**src/sv/psg_pkg.sv**
```systemverilog
// ----------------------------------------------------------------------------
// psg_pkg
// Shared constants, note increments, quarter-wave sine table and the
// controller/datapath command and status types.
// ----------------------------------------------------------------------------
package psg_pkg;

  // Fixed formats
  localparam int PHASE_BITS      = 32;
  localparam int SINE_TABLE_BITS = 10;
  localparam int QB              = SINE_TABLE_BITS - 2;
  localparam int QUARTER         = 1 << QB;
  localparam int NUM_NOTES       = 20;
  localparam int GATE_W          = 20;
  localparam int SAMPLE_W        = 16;
  localparam int GAIN_W          = 15;

  localparam logic [GAIN_W-1:0] GAIN_RESET = 15'd3200;

  localparam logic [63:0] RATE_DEN    = 64'd441000000;
  localparam logic [63:0] HALF_PI_Q30 = 64'd1686629713;
  localparam logic [63:0] ONE_Q30     = 64'd1 << 30;

  // Note frequencies C4 upward by semitone, in units of 1e-4 Hz
  typedef logic [0:NUM_NOTES-1][31:0] freq_tab_t;
  localparam freq_tab_t NOTE_FREQ = '{
    32'd2616256, 32'd2771826, 32'd2936648, 32'd3111270, 32'd3296276,
    32'd3492282, 32'd3699944, 32'd3919954, 32'd4153047, 32'd4400000,
    32'd4661638, 32'd4938833, 32'd5232511, 32'd5543653, 32'd5872950,
    32'd6222540, 32'd6592551, 32'd6984565, 32'd7399888, 32'd7839909
  };

  // Phase increment: f * 2^PHASE_BITS / sample rate, rounded half up
  function automatic logic [PHASE_BITS-1:0] note_inc(input logic [63:0] f);
    logic [63:0] q;
    q = (f << (PHASE_BITS + 1)) / RATE_DEN;
    return PHASE_BITS'((q + 64'd1) >> 1);
  endfunction

  typedef logic [0:NUM_NOTES-1][PHASE_BITS-1:0] inc_tab_t;

  function automatic inc_tab_t build_inc_tab();
    inc_tab_t tab;
    for (int n = 0; n < NUM_NOTES; n++) begin
      tab[n] = note_inc(64'(NOTE_FREQ[n]));
    end
    return tab;
  endfunction

  localparam inc_tab_t NOTE_INC = build_inc_tab();

  // First-quadrant sine by Taylor series in Q30, scaled to 2^15
  function automatic logic [14:0] quarter_sine(input logic [63:0] j);
    logic [63:0] x;
    logic [63:0] x2;
    logic [63:0] t;
    logic [63:0] s;
    logic [63:0] v;
    x  = (HALF_PI_Q30 * j) >> QB;
    x2 = (x * x) >> 30;
    t  = ONE_Q30;
    t  = ONE_Q30 - ((x2 * t) >> 30) / 64'd210;
    t  = ONE_Q30 - ((x2 * t) >> 30) / 64'd156;
    t  = ONE_Q30 - ((x2 * t) >> 30) / 64'd110;
    t  = ONE_Q30 - ((x2 * t) >> 30) / 64'd72;
    t  = ONE_Q30 - ((x2 * t) >> 30) / 64'd42;
    t  = ONE_Q30 - ((x2 * t) >> 30) / 64'd20;
    t  = ONE_Q30 - ((x2 * t) >> 30) / 64'd6;
    s  = (x * t) >> 30;
    v  = (s + (64'd1 << 14)) >> 15;
    if (v > 64'd32767) begin
      v = 64'd32767;
    end
    return v[14:0];
  endfunction

  typedef logic [0:QUARTER-1][14:0] qtab_t;

  function automatic qtab_t build_qtab();
    qtab_t tab;
    for (int j = 0; j < QUARTER; j++) begin
      tab[j] = quarter_sine(64'(j));
    end
    return tab;
  endfunction

  localparam qtab_t       QTAB  = build_qtab();
  // Peak value, reached by the mirrored quadrant at offset zero
  localparam logic [14:0] QPEAK = quarter_sine(64'(QUARTER));

  // Controller to datapath commands
  typedef struct packed {
    logic start;  // capture the input word, clear the sum
    logic rd;     // read the phase of the addressed voice
    logic mul;    // scale the sum by the gain
    logic emit;   // load the output register
  } psg_cmd_t;

  // Datapath to controller status
  typedef struct packed {
    logic out_busy;  // output register holds a word not taken this cycle
  } psg_stat_t;

endpackage

```
**src/sv/polyphonic_sine_tone_generator.sv**
```systemverilog
// ----------------------------------------------------------------------------
// polyphonic_sine_tone_generator
// Additive sine synthesiser: one phase accumulator per voice, one mixed,
// scaled and saturated sample per tick word.
//
//   channel | direction | handshake            | payload
//   --------+-----------+----------------------+-----------------------------
//   in      | input     | in_valid / in_ready  | voice_gates, end_of_block
//   out     | output    | out_valid / out_ready| sample, clipped, block_end
//   cfg     | input     | cfg_valid / cfg_ready| cfg_data (output gain)
//
// One tick word runs through an accept step, then the voices one per cycle
// through the phase memory read port and sine lookup, a pipeline drain,
// a multiply step and an output step. Reset is synchronous; it zeroes every
// phase and loads the default gain. A stalled output holds its word; the
// next tick word is taken meanwhile and its result waits in the output
// state until the register frees.
// ----------------------------------------------------------------------------
module polyphonic_sine_tone_generator import psg_pkg::*; #(
  parameter int VOICES = 20
) (
  input  logic                       clk,
  input  logic                       rst,
  input  logic                       in_valid,
  output logic                       in_ready,
  input  logic [GATE_W-1:0]          voice_gates,
  input  logic                       end_of_block,
  output logic                       out_valid,
  input  logic                       out_ready,
  output logic signed [SAMPLE_W-1:0] sample,
  output logic                       clipped,
  output logic                       block_end,
  input  logic                       cfg_valid,
  output logic                       cfg_ready,
  input  logic [GAIN_W-1:0]          cfg_data
);

  localparam int VW = (VOICES > 1) ? $clog2(VOICES) : 1;

  psg_cmd_t      cmd;
  psg_stat_t     stat;
  logic [VW-1:0] voice;

  // Gain writes are always taken
  assign cfg_ready = 1'b1;

  psg_ctrl #(
    .VOICES (VOICES),
    .VW     (VW)
  ) u_ctrl (
    .clk      (clk),
    .rst      (rst),
    .in_valid (in_valid),
    .in_ready (in_ready),
    .stat     (stat),
    .cmd      (cmd),
    .voice    (voice)
  );

  psg_datapath #(
    .VOICES (VOICES),
    .VW     (VW)
  ) u_dp (
    .clk          (clk),
    .rst          (rst),
    .cmd          (cmd),
    .voice        (voice),
    .stat         (stat),
    .voice_gates  (voice_gates),
    .end_of_block (end_of_block),
    .cfg_data     (cfg_data),
    .cfg_wr       (cfg_valid && cfg_ready),
    .out_valid    (out_valid),
    .out_ready    (out_ready),
    .sample       (sample),
    .clipped      (clipped),
    .block_end    (block_end)
  );

endmodule

```
**src/sv/psg_ctrl.sv**
```systemverilog
// ----------------------------------------------------------------------------
// psg_ctrl
// Sequencer: sweeps the voices through the datapath, then scales and
// hands the mixed sample to the output register.
// ----------------------------------------------------------------------------
module psg_ctrl import psg_pkg::*; #(
  parameter int VOICES = 20,
  parameter int VW     = 5
) (
  input  logic             clk,
  input  logic             rst,
  input  logic             in_valid,
  output logic             in_ready,
  input  psg_stat_t        stat,
  output psg_cmd_t         cmd,
  output logic [VW-1:0]    voice
);

  typedef enum logic [2:0] {
    S_IDLE,
    S_SWEEP,
    S_DRAIN,
    S_MUL,
    S_EMIT
  } state_t;

  state_t state;

  // Decode commands from the state
  assign in_ready  = (state == S_IDLE);
  assign cmd.start = (state == S_IDLE) && in_valid;
  assign cmd.rd    = (state == S_SWEEP);
  assign cmd.mul   = (state == S_MUL);
  assign cmd.emit  = (state == S_EMIT) && !stat.out_busy;

  // Advance the sequence
  always_ff @(posedge clk) begin
    if (rst) begin
      state <= S_IDLE;
      voice <= '0;
    end else begin
      case (state)
        S_IDLE: begin
          if (in_valid) begin
            state <= S_SWEEP;
            voice <= '0;
          end
        end
        S_SWEEP: begin
          if (voice == VW'(VOICES - 1)) begin
            state <= S_DRAIN;
            voice <= '0;
          end else begin
            voice <= voice + VW'(1);
          end
        end
        S_DRAIN: begin
          // wait for the last two pipeline stages to settle
          if (voice == VW'(1)) begin
            state <= S_MUL;
          end else begin
            voice <= VW'(1);
          end
        end
        S_MUL: begin
          state <= S_EMIT;
        end
        S_EMIT: begin
          if (!stat.out_busy) begin
            state <= S_IDLE;
          end
        end
        default: begin
          state <= S_IDLE;
        end
      endcase
    end
  end

endmodule

```
**src/sv/psg_datapath.sv**
```systemverilog
// ----------------------------------------------------------------------------
// psg_datapath
// Phase memory, shared phase adder and sine lookup, mix accumulator,
// gain multiplier, truncation and saturation, and the output register.
// ----------------------------------------------------------------------------
module psg_datapath import psg_pkg::*; #(
  parameter int VOICES = 20,
  parameter int VW     = 5
) (
  input  logic                       clk,
  input  logic                       rst,
  input  psg_cmd_t                   cmd,
  input  logic [VW-1:0]              voice,
  output psg_stat_t                  stat,
  input  logic [GATE_W-1:0]          voice_gates,
  input  logic                       end_of_block,
  input  logic [GAIN_W-1:0]          cfg_data,
  input  logic                       cfg_wr,
  output logic                       out_valid,
  input  logic                       out_ready,
  output logic signed [SAMPLE_W-1:0] sample,
  output logic                       clipped,
  output logic                       block_end
);

  localparam int SUM_W = SAMPLE_W + 1 + $clog2(VOICES);
  localparam int PW    = SUM_W + GAIN_W + 1;
  localparam int QW    = PW - 15;
  localparam int GW    = (VOICES > GATE_W) ? VOICES : GATE_W;

  localparam logic signed [QW-1:0] SAT_MAX = QW'(32767);
  localparam logic signed [QW-1:0] SAT_MIN = -QW'(32768);

  typedef logic [0:VOICES-1][PHASE_BITS-1:0] vinc_t;

  // Per-voice increments; voices without a note stand still
  function automatic vinc_t build_vinc();
    vinc_t tab;
    for (int n = 0; n < VOICES; n++) begin
      if (n < NUM_NOTES) begin
        tab[n] = NOTE_INC[n];
      end else begin
        tab[n] = '0;
      end
    end
    return tab;
  endfunction

  localparam vinc_t INC_TAB = build_vinc();

  logic [GAIN_W-1:0]           gain;
  logic [VOICES-1:0]           gate_q;
  logic                        eob_q;
  logic [GW-1:0]               gates_ext;

  logic [PHASE_BITS-1:0]       phase_mem [VOICES];
  logic [VOICES-1:0]           ph_valid;
  logic [PHASE_BITS-1:0]       rd_data;
  logic                        rd_ok;
  logic                        s2_valid;
  logic [VW-1:0]               vidx2;

  logic [PHASE_BITS-1:0]       phase_cur;
  logic [PHASE_BITS-1:0]       phase_next;
  logic [1:0]                  quad;
  logic [QB-1:0]               qoff;
  logic [QB-1:0]               qmir;
  logic [14:0]                 mag;
  logic signed [SAMPLE_W-1:0]  sval;

  logic                        s3_valid;
  logic signed [SAMPLE_W-1:0]  sine3;
  logic signed [SUM_W-1:0]     sum;
  logic signed [PW-1:0]        prod;
  logic signed [PW-1:0]        prod_adj;
  logic signed [QW-1:0]        quot;
  logic signed [SAMPLE_W-1:0]  sample_next;
  logic                        clipped_next;

  assign stat.out_busy = out_valid && !out_ready;

  // Gain register
  always_ff @(posedge clk) begin
    if (rst) begin
      gain <= GAIN_RESET;
    end else if (cfg_wr) begin
      gain <= cfg_data;
    end
  end

  // Capture the input word
  assign gates_ext = GW'(voice_gates);

  always_ff @(posedge clk) begin
    if (cmd.start) begin
      gate_q <= gates_ext[VOICES-1:0];
      eob_q  <= end_of_block;
    end
  end

  // Phase memory: read in the sweep, write back in the following cycle
  always_ff @(posedge clk) begin
    if (cmd.rd) begin
      rd_data <= phase_mem[voice];
    end
    if (s2_valid) begin
      phase_mem[vidx2] <= phase_next;
    end
  end

  // Entries never written read as zero
  always_ff @(posedge clk) begin
    if (rst) begin
      ph_valid <= '0;
      rd_ok    <= 1'b0;
      s2_valid <= 1'b0;
      s3_valid <= 1'b0;
    end else begin
      rd_ok    <= ph_valid[voice];
      s2_valid <= cmd.rd;
      s3_valid <= s2_valid;
      if (s2_valid) begin
        ph_valid[vidx2] <= 1'b1;
      end
    end
  end

  always_ff @(posedge clk) begin
    vidx2 <= voice;
  end

  // Sine lookup and phase advance for the voice in stage two
  always_comb begin
    phase_cur  = rd_ok ? rd_data : '0;
    quad       = phase_cur[PHASE_BITS-1 -: 2];
    qoff       = phase_cur[PHASE_BITS-3 -: QB];
    qmir       = QB'(0) - qoff;
    if (quad[0]) begin
      mag = (qoff == '0) ? QPEAK : QTAB[qmir];
    end else begin
      mag = QTAB[qoff];
    end
    sval       = quad[1] ? -$signed({1'b0, mag}) : $signed({1'b0, mag});
    phase_next = phase_cur + (gate_q[vidx2] ? INC_TAB[vidx2] : '0);
  end

  always_ff @(posedge clk) begin
    sine3 <= sval;
  end

  // Mix accumulator
  always_ff @(posedge clk) begin
    if (cmd.start) begin
      sum <= '0;
    end else if (s3_valid) begin
      sum <= sum + SUM_W'(sine3);
    end
  end

  // Scale by the gain
  always_ff @(posedge clk) begin
    if (cmd.mul) begin
      prod <= PW'(sum) * PW'($signed({1'b0, gain}));
    end
  end

  // Truncate toward zero, then saturate
  always_comb begin
    prod_adj     = prod + (prod[PW-1] ? PW'(32767) : PW'(0));
    quot         = $signed(prod_adj[PW-1:15]);
    clipped_next = 1'b0;
    if (quot > SAT_MAX) begin
      sample_next  = 16'sh7fff;
      clipped_next = 1'b1;
    end else if (quot < SAT_MIN) begin
      sample_next  = -16'sh8000;
      clipped_next = 1'b1;
    end else begin
      sample_next  = quot[SAMPLE_W-1:0];
    end
  end

  // Output register: hold the word until it is taken
  always_ff @(posedge clk) begin
    if (rst) begin
      out_valid <= 1'b0;
    end else if (cmd.emit) begin
      out_valid <= 1'b1;
    end else if (out_ready) begin
      out_valid <= 1'b0;
    end
  end

  always_ff @(posedge clk) begin
    if (cmd.emit) begin
      sample    <= sample_next;
      clipped   <= clipped_next;
      block_end <= eob_q;
    end
  end

endmodule

```
**config.mk**
```make
export PLATFORM = sky130hd
export DESIGN_NAME = polyphonic_sine_tone_generator
export DESIGN_NICKNAME = d
export VERILOG_FILES = /design/src/sv/psg_pkg.sv /design/src/sv/polyphonic_sine_tone_generator.sv /design/src/sv/psg_ctrl.sv /design/src/sv/psg_datapath.sv
export SDC_FILE = /design/constraint.sdc
export NUM_CORES = 2
export LEC_CHECK = 0
export BUFFER_PORTS_ARGS = -buffer_cell sky130_fd_sc_hd__buf_4
export CAP_MARGIN = 5
export CORE_MARGIN = 4
export CORE_UTILIZATION = 55
export CTS_CLUSTER_SIZE = 30
export DETAILED_ROUTE_END_ITERATION = 10
export GPL_ROUTABILITY_DRIVEN = 0
export GPL_TIMING_DRIVEN = 0
export PLACE_DENSITY_LB_ADDON = 0.05
export REMOVE_ABC_BUFFERS = 1
export SLEW_MARGIN = 20
export SYNTH_ARGS = -nofsm -noshare
export SYNTH_HDL_FRONTEND = slang
export SYNTH_SLANG_ARGS = --single-unit
```
**constraint.sdc**
```tcl
create_clock -name clk -period 13.4 [get_ports clk]
set_clock_uncertainty 0.05 [all_clocks]
set_input_delay 2.68 -clock clk [delete_from_list [all_inputs] [get_ports clk]]
set_output_delay 2.68 -clock clk [all_outputs]
set_load 0.1 [all_outputs]
```
==> run summary <==
Status: finished, violations left
Failing checks: design-rule violations
Max Fclk: 124 MHz
Least-Margin Pin Slew: 1.22 ns
Hold buffer count at CTS: 0
Crit. End Element: register
Top post-synthesis cells by area: edfxtp_1, fa_1, mux4_2
Sequential-to-total area share from yosys stat: 0.428
Power per cell area: 120 nW/um^2
Num CTS Buffers: 86
Critical path startpoint category: register
Nets: 5,484
Syn avg cell area: 11.3 sq um
Die W: 329 microns
TritonRoute pass-1 iters: 11
Worst skew pair latency: 0.67 ns
Met2 Resource Use GR: 0.485
#FFs+latches synth: 839
Number of global-route vias before repair: 41,200
Post-synth top area share: 0.396
Warnings, synthesis: 0
FFs w/ async S/R, synth: 0
First-pass GRT wire length: 259 mm
Initial antenna violation count: 6
Wirelength, routed: 170 mm
Global route total overflow: 0
Class of the worst hold path: reg -> reg
Worst EP required: 13.90 ns
Synth Area in XOR/XNOR: 0.0188
Core Region: 102,000 sq um
Post-synthesis compound-gate area fraction: 0.124
Max-Cap Viols: 0
Worst vdd ir: 131 uV
Adder-Cell Fraction of Synth Area: 0.161
Chip height: 329 microns
WL/cell: 26.7 microns
Site Rows: 117
Vias: 41,800
RSZ-0062 raised after global routing: no
Grt met1 use: 0.433
Post-synthesis mux area share: 0.0912
Syn Inst Count: 5,004
Pin count of the biggest net entering global routing: 88
Total power: 7550 uW
GR peak layer: met2
Post-DP HPWL: 117 mm
Final hold slack: 0.385 ns
Synthesized area: 56,800 sq um
Resize count post-CTS: 0
Largest family of logic cells by synthesized area: adder cells
Final setup fails: 0
Most frequent cells after synthesis: edfxtp_1, nand2_1, inv_1
Fin crit period: 8.07 ns
DRT iter0 DRCs: 5,574
Final cell area excluding filler cells: 63,000 sq um
Synth-to-Final Area Change: 11.0%
Period utilization: 0.602
CTS tree: yes
Top-count cell post-synth: edfxtp_1
Placed cell area: 60,200 sq um
Die area: 108,000 sq um
Leading area contributor after synthesis: edfxtp_1
Final Hold Vio Count: 0
Initial core utilization: 0.556
LEAKAGE: 0.0237 uW
Worst slew margin: 0.173
Critical path fanouts, max: 60
CTS Root Cell: clkbuf_16
Fraction of layout cells with a size suffix above 1: 0.132
Port bufs: 60
GR Util met3: 0.0797
Post-CTS Setup Bufs: 0
GRT Total Usage: 0.315
Routed vias/inst: 6.59
Max-slew violation count: 0
Main synth FF type: edfxtp_1
Io pins: 62
Critical path type: reg -> reg
H-tree levels: 3
Synth Area in Simple Gates: 0.120
Worst Path Arrival: 8.57 ns
Remaining design rule violation count: 6
Routed Antenna Nets: 0
Maximum buffer depth of the clock tree: 3
Netlist cell types: 107
Clk slew on worst S/H paths: 0.06 ns
Clock Sinks: 839
Post-synth EDFFs: 749
==> power by group <==
| part | total (uW) | leakage [uW] | switching (uW) | internal, uW |
|---|---|---|---|---|
| registers | 3190 | 0.00761 | 124 | 3070 |
| logic | 1990 | 0.0147 | 1240 | 747 |
| clock network | 2370 | 0.00137 | 1010 | 1360 |
| total | 7550 | 0.0237 | 2370 | 5180 |
==> registers in the layout, indices dropped and copies added (netlist names) <==
signal          cells
u_dp.eob_q          1
u_dp.sum           22
u_dp.rd_data       32
u_ctrl.voice        5
u_dp.prod          38
u_dp.rd_ok          1
u_dp.gain          15
u_dp.ph_valid      20
u_dp.out_valid      1
u_dp.clipped        1
u_dp.s3_valid       1
u_dp.sine3         16
u_dp.s2_valid       1
u_dp.sample        16
u_dp.gate_q        20
u_ctrl.state        3
u_dp.vidx2          5
u_dp.block_end      1
u_dp.phase_mem    640
==> per-stage QoR <==
stage               setup TNS (ns)   util  instances  worst slack, ns
floorplan                        0      -       4645             3.95
global placement            -37.36  0.561       6073            -2.64
detailed placement               0  0.589       6190             5.89
CTS                              0  0.617       6352             5.93
global route                     0  0.617       6352             5.41
finish                           0  0.617       6355             5.33
==> worst paths after layout <==
path                                  endpoint  slack (ns)             start  cells after the start
worst max-delay path            u_dp.sine3[14]        5.33  u_dp.rd_data[22]                     19
worst min register to register  u_dp.block_end        0.38        u_dp.eob_q                      0
worst min-delay path            u_dp.block_end        0.38        u_dp.eob_q                      0
worst max register to register  u_dp.sine3[14]        5.33  u_dp.rd_data[22]                     19
==> critical path, stage by stage (launching register included) <==
cell	delay [ns]
edfxtp_1	0.65
buf_8	0.28
buf_8	0.17
nand2_2	0.34
ha_2	0.88
inv_1	0.42
ha_4	0.80
clkinv_2	0.76
ha_1	0.61
nand2b_1	0.25
mux2i_1	0.23
mux2i_1	0.13
a211oi_1	0.41
a31oi_1	0.15
o221ai_1	0.56
ha_1	0.29
o41a_1	0.19
nor3b_2	0.34
a31oi_1	0.16
xor2_1	0.19
==> layer usage <==
layer,share of wire,up-vias,wire (microns)
li1,-,18000,-
met1,0.40,20800,67200
met2,0.46,2411,77400
met3,0.10,665,17100
met4,0.048,2,8230
met5,0.000082,-,14
==> cells by family after synthesis <==
family                     Yosys count
AOI/OAI and AO/OA                 1045
xor gates and xnor gates           122
adders and majority gates          534
buffers and inverters              785
DFF                                839
muxes                              260
other                                1
and+or+nand+nor                   1418
==> layout make-up <==
cell class,count,area (sq um)
fillers,8173,39100
multi-input cells,3380,29700
flip-flops and latches,839,24300
repair buffers,177,2820
clock buffers,120,2400
well taps,1368,1710
inverters,426,1610
clock inverters,42,418
diodes,3,7.51
==> placed cells by master, fill, tap and decap left out, types with 21 or more instances in the layout <==
cell type,synthesis,layout
and3_1,23,23
buf_4,22,68
mux2i_1,48,48
nor2b_1,61,60
clkbuf_1,201,25
o21ai_0,208,207
a211oi_1,79,79
dfxtp_1,90,78
a211o_1,23,23
nor2_1,322,300
nand2b_1,58,58
nand2_1,497,494
buf_6,10,21
a21oi_1,238,237
inv_1,417,414
nand3_1,66,66
xnor2_1,86,63
a21o_1,33,33
edfxtp_1,749,749
fa_1,329,329
a221oi_1,24,24
o22ai_1,21,21
a31oi_1,62,62
xor2_1,36,32
nor3_1,80,77
o31ai_1,29,29
or3_1,23,23
clkbuf_16,0,89
buf_16,0,54
xnor2_2,0,23
o311ai_0,24,23
and2_1,172,171
o21a_1,32,32
o211ai_1,51,51
mux4_2,205,205
ha_1,204,196
Note: power is estimated with default switching activity, not from simulation.
